### src/bchd_pkg.sv
// shared types and constants for the button chord hold decoder
`default_nettype none

package bchd_pkg;

   localparam int TimeW      = 16;
   localparam int StepW      = 17;
   localparam int NumButtons = 4;
   localparam int CsrIndexW  = 3;
   localparam int MaxResults = 6;
   localparam int CountW     = 3;
   localparam int NumCand    = 7;
   localparam int QueueDepth = 2;

   localparam int BtnUp    = 0;
   localparam int BtnRight = 1;
   localparam int BtnDown  = 2;
   localparam int BtnLeft  = 3;

   localparam logic [CsrIndexW-1:0] CsrFocusSwitch = 3'd0;
   localparam logic [CsrIndexW-1:0] CsrFocusFast   = 3'd1;
   localparam logic [CsrIndexW-1:0] CsrFocusSlow   = 3'd2;
   localparam logic [CsrIndexW-1:0] CsrHomeHold    = 3'd3;
   localparam logic [CsrIndexW-1:0] CsrModeHold    = 3'd4;

   localparam logic [TimeW-1:0] FocusSwitchReset = 16'd1000;
   localparam logic [TimeW-1:0] FocusFastReset   = 16'd100;
   localparam logic [TimeW-1:0] FocusSlowReset   = 16'd10;
   localparam logic [TimeW-1:0] HomeHoldReset    = 16'd1000;
   localparam logic [TimeW-1:0] ModeHoldReset    = 16'd500;

   localparam logic OpSample  = 1'b0;
   localparam logic OpProcess = 1'b1;

   typedef enum logic [2:0] {
      CMD_NONE     = 3'd0,
      CMD_FOCUS    = 3'd1,
      CMD_SET_HOME = 3'd2,
      CMD_GO_HOME  = 3'd3,
      CMD_NORTH    = 3'd4,
      CMD_SOUTH    = 3'd5,
      CMD_WEST     = 3'd6,
      CMD_EAST     = 3'd7
   } command_type;

   typedef struct packed {
      command_type command;
      logic        mode;
   } entry_type;

   typedef struct packed {
      entry_type [MaxResults-1:0] entries;
      logic [CountW-1:0]          count;
      logic [StepW-1:0]           step;
   } job_type;

endpackage

`default_nettype wire

### src/bchd_front.sv
// front end: config registers, button latch, hold timers and command list decode
`default_nettype none

module bchd_front (
   input  wire logic                           clock,
   input  wire logic                           reset,
   input  wire logic                           csr_we,
   input  wire logic [bchd_pkg::CsrIndexW-1:0] csr_index,
   input  wire logic [bchd_pkg::TimeW-1:0]     csr_wdata,
   input  wire logic                           req_valid,
   output logic                                req_ready,
   input  wire logic                           req_op,
   input  wire logic [bchd_pkg::NumButtons-1:0] req_buttons,
   input  wire logic [bchd_pkg::TimeW-1:0]     req_elapsed_ms,
   input  wire logic                           queue_full,
   output logic                                push,
   output bchd_pkg::job_type                   push_job
);
   import bchd_pkg::*;

   logic [TimeW-1:0] focus_switch_ff, focus_fast_ff, focus_slow_ff, home_hold_ff, mode_hold_ff;
   logic [NumButtons-1:0] held_ff, held_in;
   logic [TimeW-1:0] hold_ff [NumButtons];
   logic [TimeW-1:0] hold_in [NumButtons];
   logic consumed_ff, scope_ff, scope_in;

   logic accept;
   logic up, right, down, left;
   logic focus_run, to_scope, mode_a, scope_run, to_focus, mode_b;
   logic [TimeW-1:0] size_up, size_down;
   logic [StepW-1:0] step;
   logic [NumCand-1:0] cand_v;
   entry_type cand_e [NumCand];
   logic [CountW-1:0] fill;
   logic [TimeW:0] hold_sum [NumButtons];

   assign req_ready = !queue_full;
   assign accept    = req_valid && req_ready;
   assign push      = accept && (req_op == OpProcess);

   // sample beat: latch and hold timers
   always_comb begin
      held_in = consumed_ff ? req_buttons : (req_buttons | held_ff);
      for (int i = 0; i < NumButtons; i++) begin
         hold_sum[i] = {1'b0, hold_ff[i]} + {1'b0, req_elapsed_ms};
         if (held_in[i] && held_ff[i]) begin
            hold_in[i] = hold_sum[i][TimeW] ? '1 : hold_sum[i][TimeW-1:0];
         end else begin
            hold_in[i] = '0;
         end
      end
   end

   // process beat: rules and mode machine
   always_comb begin
      up    = held_ff[BtnUp];
      right = held_ff[BtnRight];
      down  = held_ff[BtnDown];
      left  = held_ff[BtnLeft];

      size_up   = (hold_ff[BtnUp] > focus_switch_ff) ? focus_fast_ff : focus_slow_ff;
      size_down = (hold_ff[BtnDown] > focus_switch_ff) ? focus_fast_ff : focus_slow_ff;
      step = (up && !down) ? {1'b0, size_up} : (StepW'(0) - {1'b0, size_down});

      focus_run = !scope_ff;
      to_scope  = focus_run && up && right
                  && (hold_ff[BtnUp] > mode_hold_ff) && (hold_ff[BtnRight] > mode_hold_ff);
      mode_a    = scope_ff || to_scope;
      scope_run = mode_a && !consumed_ff;
      to_focus  = scope_run && down && left
                  && (hold_ff[BtnDown] > mode_hold_ff) && (hold_ff[BtnLeft] > mode_hold_ff);
      mode_b    = mode_a && !to_focus;
      scope_in  = mode_b;

      cand_v[0] = focus_run && (up != down);
      cand_v[1] = focus_run && up && down
                  && (hold_ff[BtnUp] > home_hold_ff) && (hold_ff[BtnDown] > home_hold_ff);
      cand_v[2] = focus_run && left && right
                  && (hold_ff[BtnLeft] > home_hold_ff) && (hold_ff[BtnRight] > home_hold_ff);
      cand_v[3] = scope_run && up;
      cand_v[4] = scope_run && down;
      cand_v[5] = scope_run && left;
      cand_v[6] = scope_run && right;

      cand_e[0] = '{command: CMD_FOCUS,    mode: 1'b0};
      cand_e[1] = '{command: CMD_SET_HOME, mode: 1'b0};
      cand_e[2] = '{command: CMD_GO_HOME,  mode: 1'b0};
      cand_e[3] = '{command: CMD_NORTH,    mode: mode_b};
      cand_e[4] = '{command: CMD_SOUTH,    mode: mode_b};
      cand_e[5] = '{command: CMD_WEST,     mode: mode_b};
      cand_e[6] = '{command: CMD_EAST,     mode: mode_b};

      push_job = '0;
      fill     = '0;
      for (int i = 0; i < NumCand; i++) begin
         if (cand_v[i] && (fill < CountW'(MaxResults))) begin
            push_job.entries[fill] = cand_e[i];
            fill = fill + 1'b1;
         end
      end
      if (fill == '0) begin
         push_job.entries[0] = '{command: CMD_NONE, mode: mode_b};
         fill = CountW'(1);
      end
      push_job.count = fill;
      push_job.step  = cand_v[0] || (focus_run && !up && down) ? step : '0;
   end

   always_ff @(posedge clock) begin
      if (reset) begin
         focus_switch_ff <= FocusSwitchReset;
         focus_fast_ff   <= FocusFastReset;
         focus_slow_ff   <= FocusSlowReset;
         home_hold_ff    <= HomeHoldReset;
         mode_hold_ff    <= ModeHoldReset;
         held_ff         <= '0;
         consumed_ff     <= 1'b0;
         scope_ff        <= 1'b0;
         for (int i = 0; i < NumButtons; i++) begin
            hold_ff[i] <= '0;
         end
      end else begin
         if (csr_we) begin
            unique case (csr_index)
               CsrFocusSwitch: focus_switch_ff <= csr_wdata;
               CsrFocusFast:   focus_fast_ff   <= csr_wdata;
               CsrFocusSlow:   focus_slow_ff   <= csr_wdata;
               CsrHomeHold:    home_hold_ff    <= csr_wdata;
               CsrModeHold:    mode_hold_ff    <= csr_wdata;
               default: ;
            endcase
         end
         if (accept) begin
            if (req_op == OpSample) begin
               held_ff     <= held_in;
               consumed_ff <= 1'b0;
               for (int i = 0; i < NumButtons; i++) begin
                  hold_ff[i] <= hold_in[i];
               end
            end else begin
               consumed_ff <= 1'b1;
               scope_ff    <= scope_in;
            end
         end
      end
   end

endmodule

`default_nettype wire

### src/bchd_queue.sv
// short command-list queue between front and back end
`default_nettype none

module bchd_queue #(
   parameter int Depth = bchd_pkg::QueueDepth
) (
   input  wire logic              clock,
   input  wire logic              reset,
   input  wire logic              push,
   input  wire bchd_pkg::job_type push_job,
   output logic                   full,
   input  wire logic              pop,
   output logic                   head_valid,
   output bchd_pkg::job_type      head_job
);
   import bchd_pkg::*;

   localparam int PtrW = (Depth > 1) ? $clog2(Depth) : 1;
   localparam int CntW = $clog2(Depth + 1);

   job_type mem_ff [Depth];
   logic [PtrW-1:0] wr_ptr_ff, rd_ptr_ff;
   logic [CntW-1:0] count_ff;

   assign full       = (count_ff == CntW'(Depth));
   assign head_valid = (count_ff != '0);
   assign head_job   = mem_ff[rd_ptr_ff];

   always_ff @(posedge clock) begin
      if (push) begin
         mem_ff[wr_ptr_ff] <= push_job;
      end
   end

   always_ff @(posedge clock) begin
      if (reset) begin
         wr_ptr_ff <= '0;
         rd_ptr_ff <= '0;
         count_ff  <= '0;
      end else begin
         if (push) begin
            wr_ptr_ff <= (wr_ptr_ff == PtrW'(Depth - 1)) ? '0 : wr_ptr_ff + 1'b1;
         end
         if (pop) begin
            rd_ptr_ff <= (rd_ptr_ff == PtrW'(Depth - 1)) ? '0 : rd_ptr_ff + 1'b1;
         end
         unique case ({push, pop})
            2'b10:   count_ff <= count_ff + 1'b1;
            2'b01:   count_ff <= count_ff - 1'b1;
            default: count_ff <= count_ff;
         endcase
      end
   end

endmodule

`default_nettype wire

### src/bchd_back.sv
// back end: walks one command list and drives the result register
`default_nettype none

module bchd_back (
   input  wire logic                         clock,
   input  wire logic                         reset,
   input  wire logic                         head_valid,
   input  wire bchd_pkg::job_type            head_job,
   output logic                              pop,
   output logic                              rsp_valid,
   input  wire logic                         rsp_ready,
   output logic [2:0]                        rsp_command,
   output logic signed [bchd_pkg::StepW-1:0] rsp_focus_step,
   output logic                              rsp_mode,
   output logic                              rsp_last
);
   import bchd_pkg::*;

   logic busy_ff;
   job_type cur_ff;
   logic [CountW-1:0] idx_ff;
   logic rsp_valid_ff, rsp_mode_ff, rsp_last_ff;
   command_type rsp_command_ff;
   logic [StepW-1:0] rsp_step_ff;

   logic emit, is_last;
   entry_type sel;

   assign sel     = cur_ff.entries[idx_ff];
   assign is_last = (idx_ff == (cur_ff.count - 1'b1));
   assign emit    = busy_ff && (!rsp_valid_ff || rsp_ready);
   assign pop     = head_valid && (!busy_ff || (emit && is_last));

   assign rsp_valid      = rsp_valid_ff;
   assign rsp_command    = rsp_command_ff;
   assign rsp_focus_step = rsp_step_ff;
   assign rsp_mode       = rsp_mode_ff;
   assign rsp_last       = rsp_last_ff;

   always_ff @(posedge clock) begin
      if (reset) begin
         busy_ff      <= 1'b0;
         rsp_valid_ff <= 1'b0;
      end else begin
         if (pop) begin
            busy_ff <= 1'b1;
         end else if (emit && is_last) begin
            busy_ff <= 1'b0;
         end
         if (emit) begin
            rsp_valid_ff <= 1'b1;
         end else if (rsp_ready) begin
            rsp_valid_ff <= 1'b0;
         end
      end
   end

   always_ff @(posedge clock) begin
      if (pop) begin
         cur_ff <= head_job;
         idx_ff <= '0;
      end else if (emit) begin
         idx_ff <= idx_ff + 1'b1;
      end
      if (emit) begin
         rsp_command_ff <= sel.command;
         rsp_mode_ff    <= sel.mode;
         rsp_last_ff    <= is_last;
         rsp_step_ff    <= (sel.command == CMD_FOCUS) ? cur_ff.step : '0;
      end
   end

endmodule

`default_nettype wire

### src/button_chord_hold_decoder.sv
// Four-button chord and hold decoder. A sample beat (op 0) latches the buttons and updates the
// per-button hold timers; a process beat (op 1) is decoded combinationally into a list
// of one to six commands, which is queued and then issued one result per cycle from the result
// register while rsp_ready is high, the final one flagged with last. Input beats are taken every
// cycle while the command queue (QueueDepth lists) has room. A process beat yields 1 to 6
// results, a sample beat none. The first result of a process beat passes through the queue, the
// back end list register and result register. Configuration writes take effect on the next beat.
`default_nettype none

module button_chord_hold_decoder #(
   parameter int QueueDepth = bchd_pkg::QueueDepth
) (
   input  wire logic                            clock,
   input  wire logic                            reset,
   input  wire logic                            csr_we,
   input  wire logic [bchd_pkg::CsrIndexW-1:0]  csr_index,
   input  wire logic [bchd_pkg::TimeW-1:0]      csr_wdata,
   input  wire logic                            req_valid,
   output logic                                 req_ready,
   input  wire logic                            req_op,
   input  wire logic [bchd_pkg::NumButtons-1:0] req_buttons,
   input  wire logic [bchd_pkg::TimeW-1:0]      req_elapsed_ms,
   output logic                                 rsp_valid,
   input  wire logic                            rsp_ready,
   output logic [2:0]                           rsp_command,
   output logic signed [bchd_pkg::StepW-1:0]    rsp_focus_step,
   output logic                                 rsp_mode,
   output logic                                 rsp_last
);
   import bchd_pkg::*;

   logic push, full, pop, head_valid;
   job_type push_job, head_job;

   bchd_front u_front (
      .clock          (clock),
      .reset          (reset),
      .csr_we         (csr_we),
      .csr_index      (csr_index),
      .csr_wdata      (csr_wdata),
      .req_valid      (req_valid),
      .req_ready      (req_ready),
      .req_op         (req_op),
      .req_buttons    (req_buttons),
      .req_elapsed_ms (req_elapsed_ms),
      .queue_full     (full),
      .push           (push),
      .push_job       (push_job)
   );

   bchd_queue #(
      .Depth (QueueDepth)
   ) u_queue (
      .clock      (clock),
      .reset      (reset),
      .push       (push),
      .push_job   (push_job),
      .full       (full),
      .pop        (pop),
      .head_valid (head_valid),
      .head_job   (head_job)
   );

   bchd_back u_back (
      .clock          (clock),
      .reset          (reset),
      .head_valid     (head_valid),
      .head_job       (head_job),
      .pop            (pop),
      .rsp_valid      (rsp_valid),
      .rsp_ready      (rsp_ready),
      .rsp_command    (rsp_command),
      .rsp_focus_step (rsp_focus_step),
      .rsp_mode       (rsp_mode),
      .rsp_last       (rsp_last)
   );

   // a none command always stands alone
   a_none_alone: assert property (@(posedge clock) disable iff (reset)
      rsp_valid && (rsp_command == CMD_NONE) |-> rsp_last)
      else $error("none command not flagged last");

   // focus and home commands come from focus mode only
   a_focus_mode: assert property (@(posedge clock) disable iff (reset)
      rsp_valid && ((rsp_command == CMD_FOCUS) || (rsp_command == CMD_SET_HOME)
                    || (rsp_command == CMD_GO_HOME)) |-> !rsp_mode)
      else $error("focus-mode command issued in scope mode");

   // step is carried by focus commands alone
   a_step_zero: assert property (@(posedge clock) disable iff (reset)
      rsp_valid && (rsp_command != CMD_FOCUS) |-> (rsp_focus_step == '0))
      else $error("nonzero step on non-focus command");

   // a list is only taken by the back end when the queue holds one
   a_pop_nonempty: assert property (@(posedge clock) disable iff (reset)
      pop |-> head_valid)
      else $error("queue read while empty");

endmodule

`default_nettype wire
### config.mk
export PLATFORM = sky130hd
export DESIGN_NAME = button_chord_hold_decoder
export DESIGN_NICKNAME = d
export VERILOG_FILES = /design/src/bchd_pkg.sv /design/src/bchd_front.sv /design/src/bchd_queue.sv /design/src/bchd_back.sv /design/src/button_chord_hold_decoder.sv
export SDC_FILE = /design/constraint.sdc
export NUM_CORES = 1
export LEC_CHECK = 0
export ABC_AREA = 0
export BUFFER_PORTS_ARGS = -buffer_cell sky130_fd_sc_hd__buf_2
export CAP_MARGIN = 15
export CELL_PAD_IN_SITES_DETAIL_PLACEMENT = 1
export CELL_PAD_IN_SITES_GLOBAL_PLACEMENT = 1
export CORE_MARGIN = 2
export CORE_UTILIZATION = 51
export DETAILED_ROUTE_END_ITERATION = 16
export PLACE_DENSITY_LB_ADDON = 0.1
export SETUP_SLACK_MARGIN = 0.2
export SLEW_MARGIN = 30
export SYNTH_ARGS = -nofsm -noshare
export SYNTH_HDL_FRONTEND = slang
export SYNTH_SLANG_ARGS = --single-unit
### constraint.sdc
create_clock -name clock -period 9.4 [get_ports clock]
set_input_delay 1.41 -clock clock [delete_from_list [all_inputs] [get_ports clock]]
set_output_delay 1.41 -clock clock [all_outputs]
set_load 0.01 [all_outputs]
==> results.py <==
metrics = {
    "outcome": {
        "run_status": "finished, final reports clean",
    },
    "timing": {
        "report.final.hold_viol_count": 0,
        "layout_worst_path_cycle_share": 0.817,
        "whs_ps": 455,
        "setup_repair_after_global_routing_missed_its_margin": "no",
        "sum_of_negative_setup_slack_ps": 0,
        "final.setup.worst_slack_ps": 1720,
        "tightestPinTransition_ps": 935,
        "final_period_minus_worst_setup_slack_ps": 7680,
        "timing.final.setup_violations": 0,
        "finalMaxSlewViolations": 0,
        "slew_headroom": 0.359,
        "fin_skew_ps": 24.3,
        "max_clock_freq_mhz": 130,
    },
    "clock_network": {
        "clock_sink_count": 313,
        "cts_setup_buffers": 0,
        "cts_root_buf": "clkbuf_16",
        "clock_tree.buffer_depth": 3,
        "post_cts_resize_count": 0,
        "clock_latency_ps": 570,
        "tritoncts.num_buffers": 37,
        "cts_tree": "done",
        "clkSlewWorstSetupHoldPaths_ps": 60,
        "cts.hold.buffers_added": 0,
        "ctsHtreeMaxLevel": 2,
    },
    "final_layout": {
        "finalNonFillerCells": 2547,
        "area_growth_syn_to_layout_pct": 10.5,
        "layout.filler_cells": 4226,
        "final_core_utilization": 0.570,
        "finalNetCount": 2289,
        "layout.cells.most_common": "ha_1",
        "final_layout_size_suffix_gt1_frac": 0.125,
        "finish.instance_area_um2": 21900,
        "insertedDiodeCount": 0,
        "final_cell_mix": "ha_1, edfxtp_1, a21oi_1",
        "seq_area_um2": 8450,
        "footprint_of_the_multi_input_gates_um2": 10700,
    },
    "global_route": {
        "grt_overflow_total": 0,
        "grt_max_degree": 90,
        "met2_usage": 0.510,
        "track_usage": 0.284,
        "grt_antenna_before_repair": 0,
        "met1_usage": 0.328,
        "global_route.usage.met3": 0.0379,
        "grt_pass1_wl_um": 89900,
        "grt_pass1_vias": 16300,
        "grt-busiest-layer": "met2",
    },
    "synthesis": {
        "synth.net_count": 2223,
        "synth-edff-count": 218,
        "syn-mean-instance-area_um2": 10.3,
        "postSynthRegisterBits": 313,
        "synthFlopType": "edfxtp_1",
        "synth.yosys.warnings": 0,
        "ys_async_sr_fraction": 0,
        "synth_cell_type_count": 98,
        "syn-cell-area_um2": 19800,
        "synthCells": 1934,
        "synth-seq-area-share": 0.426,
    },
    "critical_path": {
        "critical-path-slowest-cell": "fa_1",
        "timing.setup.critical_path_class": "reg -> reg",
        "cp_data_arrival_time_ps": 7960,
        "critical_path.endpoint_type": "flop",
        "start_kind": "flop",
        "timing.critical_path.required_ps": 9680,
        "crit_path_frequent_cell": "ha_1",
        "critical-path-max-stage-delay_ps": 530,
        "critPathMaxFanout": 7,
    },
    "route": {
        "via_count": 15200,
        "wire_per_inst_um": 22.3,
        "final_antenna_net_count": 0,
        "drt_iter0_drc": 826,
        "drt_first_pass_iters": 4,
        "avgViaCountPerCell": 5.99,
        "drt-total-wl_um": 56800,
        "detail_route.drc_violations": 0,
    },
    "floorplanning": {
        "die-width_um": 201,
        "top_ports": 69,
        "floorplan.die_area_um2": 40500,
        "fp-row-count": 72,
        "coreArea_um2": 38500,
        "initial_utilization": 0.515,
        "fp.dieH_um": 201,
    },
    "hold_path": {
        "hp-class": "reg -> reg",
    },
    "pwr": {
        "static-leakage-power_nw": 8.99,
        "peakVddDrop_uv": 142,
        "power_switching_share": 0.304,
        "pwr-share-seq": 0.442,
        "total_chip_power_mw": 4.16,
        "power.net_switching_mw": 1.26,
        "power_density_of_the_placed_cells_nw_per_um2": 190,
        "power.share.combinational": 0.225,
        "internal_power_mw": 2.89,
        "clkPwrFrac": 0.333,
    },
    "placed_design": {
        "count_of_input_and_output_buffers": 68,
        "number_of_placed_instances_taps_included": 2479,
        "detailedPlacementHpwl_um": 43100,
        "placed_area_um2": 20700,
        "placement.setup.worst_slack_ps": 1780,
        "gp_congestion": 0.909,
    },
    "job": {
        "cap_violations": 0,
    },
}
[flip-flops by register name, summed over array words and instances, names as in the netlist, 2 cells and up]
| register | flops |
|---|---|
| u_back.idx_ff | 3 |
| u_back.rsp_command | 3 |
| u_front.focus_fast_ff | 16 |
| u_front.hold_ff | 64 |
| u_front.focus_switch_ff | 16 |
| u_back.rsp_focus_step | 17 |
| u_front.mode_hold_ff | 16 |
| u_front.held_ff | 4 |
| u_queue.count_ff | 2 |
| u_back.cur_ff | 44 |
| u_front.focus_slow_ff | 16 |
| u_queue.mem_ff | 88 |
| u_front.home_hold_ff | 16 |
[path summary, 6_finish.rpt]
kind | startpoint | endpoint | slack [ps] | cells after the start
min reg2reg | u_front.mode_hold_ff[13]$_SDFFE_PP0P_ | u_front.mode_hold_ff[13]$_SDFFE_PP0P_ | 450 | 2
min | u_front.mode_hold_ff[13]$_SDFFE_PP0P_ | u_front.mode_hold_ff[13]$_SDFFE_PP0P_ | 450 | 2
max reg2reg | u_front.hold_ff[0][33]$_SDFFCE_PN0P_ | u_queue.mem_ff[1][23]$_DFFE_PP_ | 1720 | 31
max | u_front.hold_ff[0][33]$_SDFFCE_PN0P_ | u_queue.mem_ff[1][23]$_DFFE_PP_ | 1720 | 31
[cell type report]
cell class	count	area share
inverter	114	0.0196
tap	518	0.0296
clock inverter	14	0.00485
multi-input combinational	1448	0.490
clock buffer	54	0.0484
sequential	313	0.386
timing repair buffer	86	0.0219
[power groups by stage]
stage               sequential, mW  clock (mW)  combinational [mW]
finish                        1.84        1.38               0.935
global route                  1.86        1.47                1.04
CTS                           1.84        1.41               0.942
detailed placement            1.87           0               0.929
global placement              1.86           0               0.891
floorplan                     1.81           0               0.682
[cells by family after synthesis]
| group | synth area share |
|---|---|
| flip-flops | 0.426 |
| AO/OA/AOI/OAI | 0.144 |
| multiplexers | 0.0488 |
| adder cells (fa/ha/maj) | 0.156 |
| AND/OR/NAND/NOR | 0.153 |
| XOR/XNOR | 0.0385 |
| buffers and inverters | 0.0343 |
[Yosys cell counts, types with 6 or more instances]
cell,count,share of area
nor2_1,68,0.013
edfxtp_1,218,0.33
o21a_1,15,0.0057
inv_1,112,0.021
xnor2_1,40,0.018
xor2_1,33,0.015
nor2b_1,28,0.0088
dfxtp_1,95,0.096
and2_1,22,0.0069
a211oi_1,17,0.0064
a21o_1,34,0.013
nor3_1,31,0.0078
a21oi_1,215,0.054
clkbuf_1,50,0.0095
mux2i_1,28,0.014
nand2_1,206,0.039
nand4_1,48,0.015
nand2b_1,30,0.0095
mux2_2,53,0.030
nand3b_1,28,0.011
o21bai_1,9,0.0034
a2111o_1,8,0.0045
o211ai_1,13,0.0049
and3_1,9,0.0028
a21boi_0,6,0.0023
or2_2,15,0.0047
ha_1,239,0.15
nor4_1,15,0.0047
a211o_1,7,0.0031
or4_1,8,0.0030
a221oi_1,7,0.0031
nor3b_1,6,0.0023
a31oi_1,13,0.0041
o21ai_0,56,0.014
nand3_1,45,0.011
[worst max-delay path: cells and delay by family (launching register included)]
kind            cells  cell delay (ps)
compound gates     14             3140
xor+xnor            1              400
fa+ha+maj           6             2200
buf+inv             3              560
flops               1              490
simple gates        7              610
[metal layers]
| metal | up-vias | part of all wire | routed length, um |
|---|---|---|---|
| li1 | 7292 | - | - |
| met1 | 7483 | 0.41 | 23100 |
| met2 | 312 | 0.50 | 28500 |
| met3 | 158 | 0.032 | 1830 |
| met4 | 0 | 0.059 | 3320 |
| met5 | - | 0 | 0 |
Note: power is estimated with default switching activity, not from simulation.
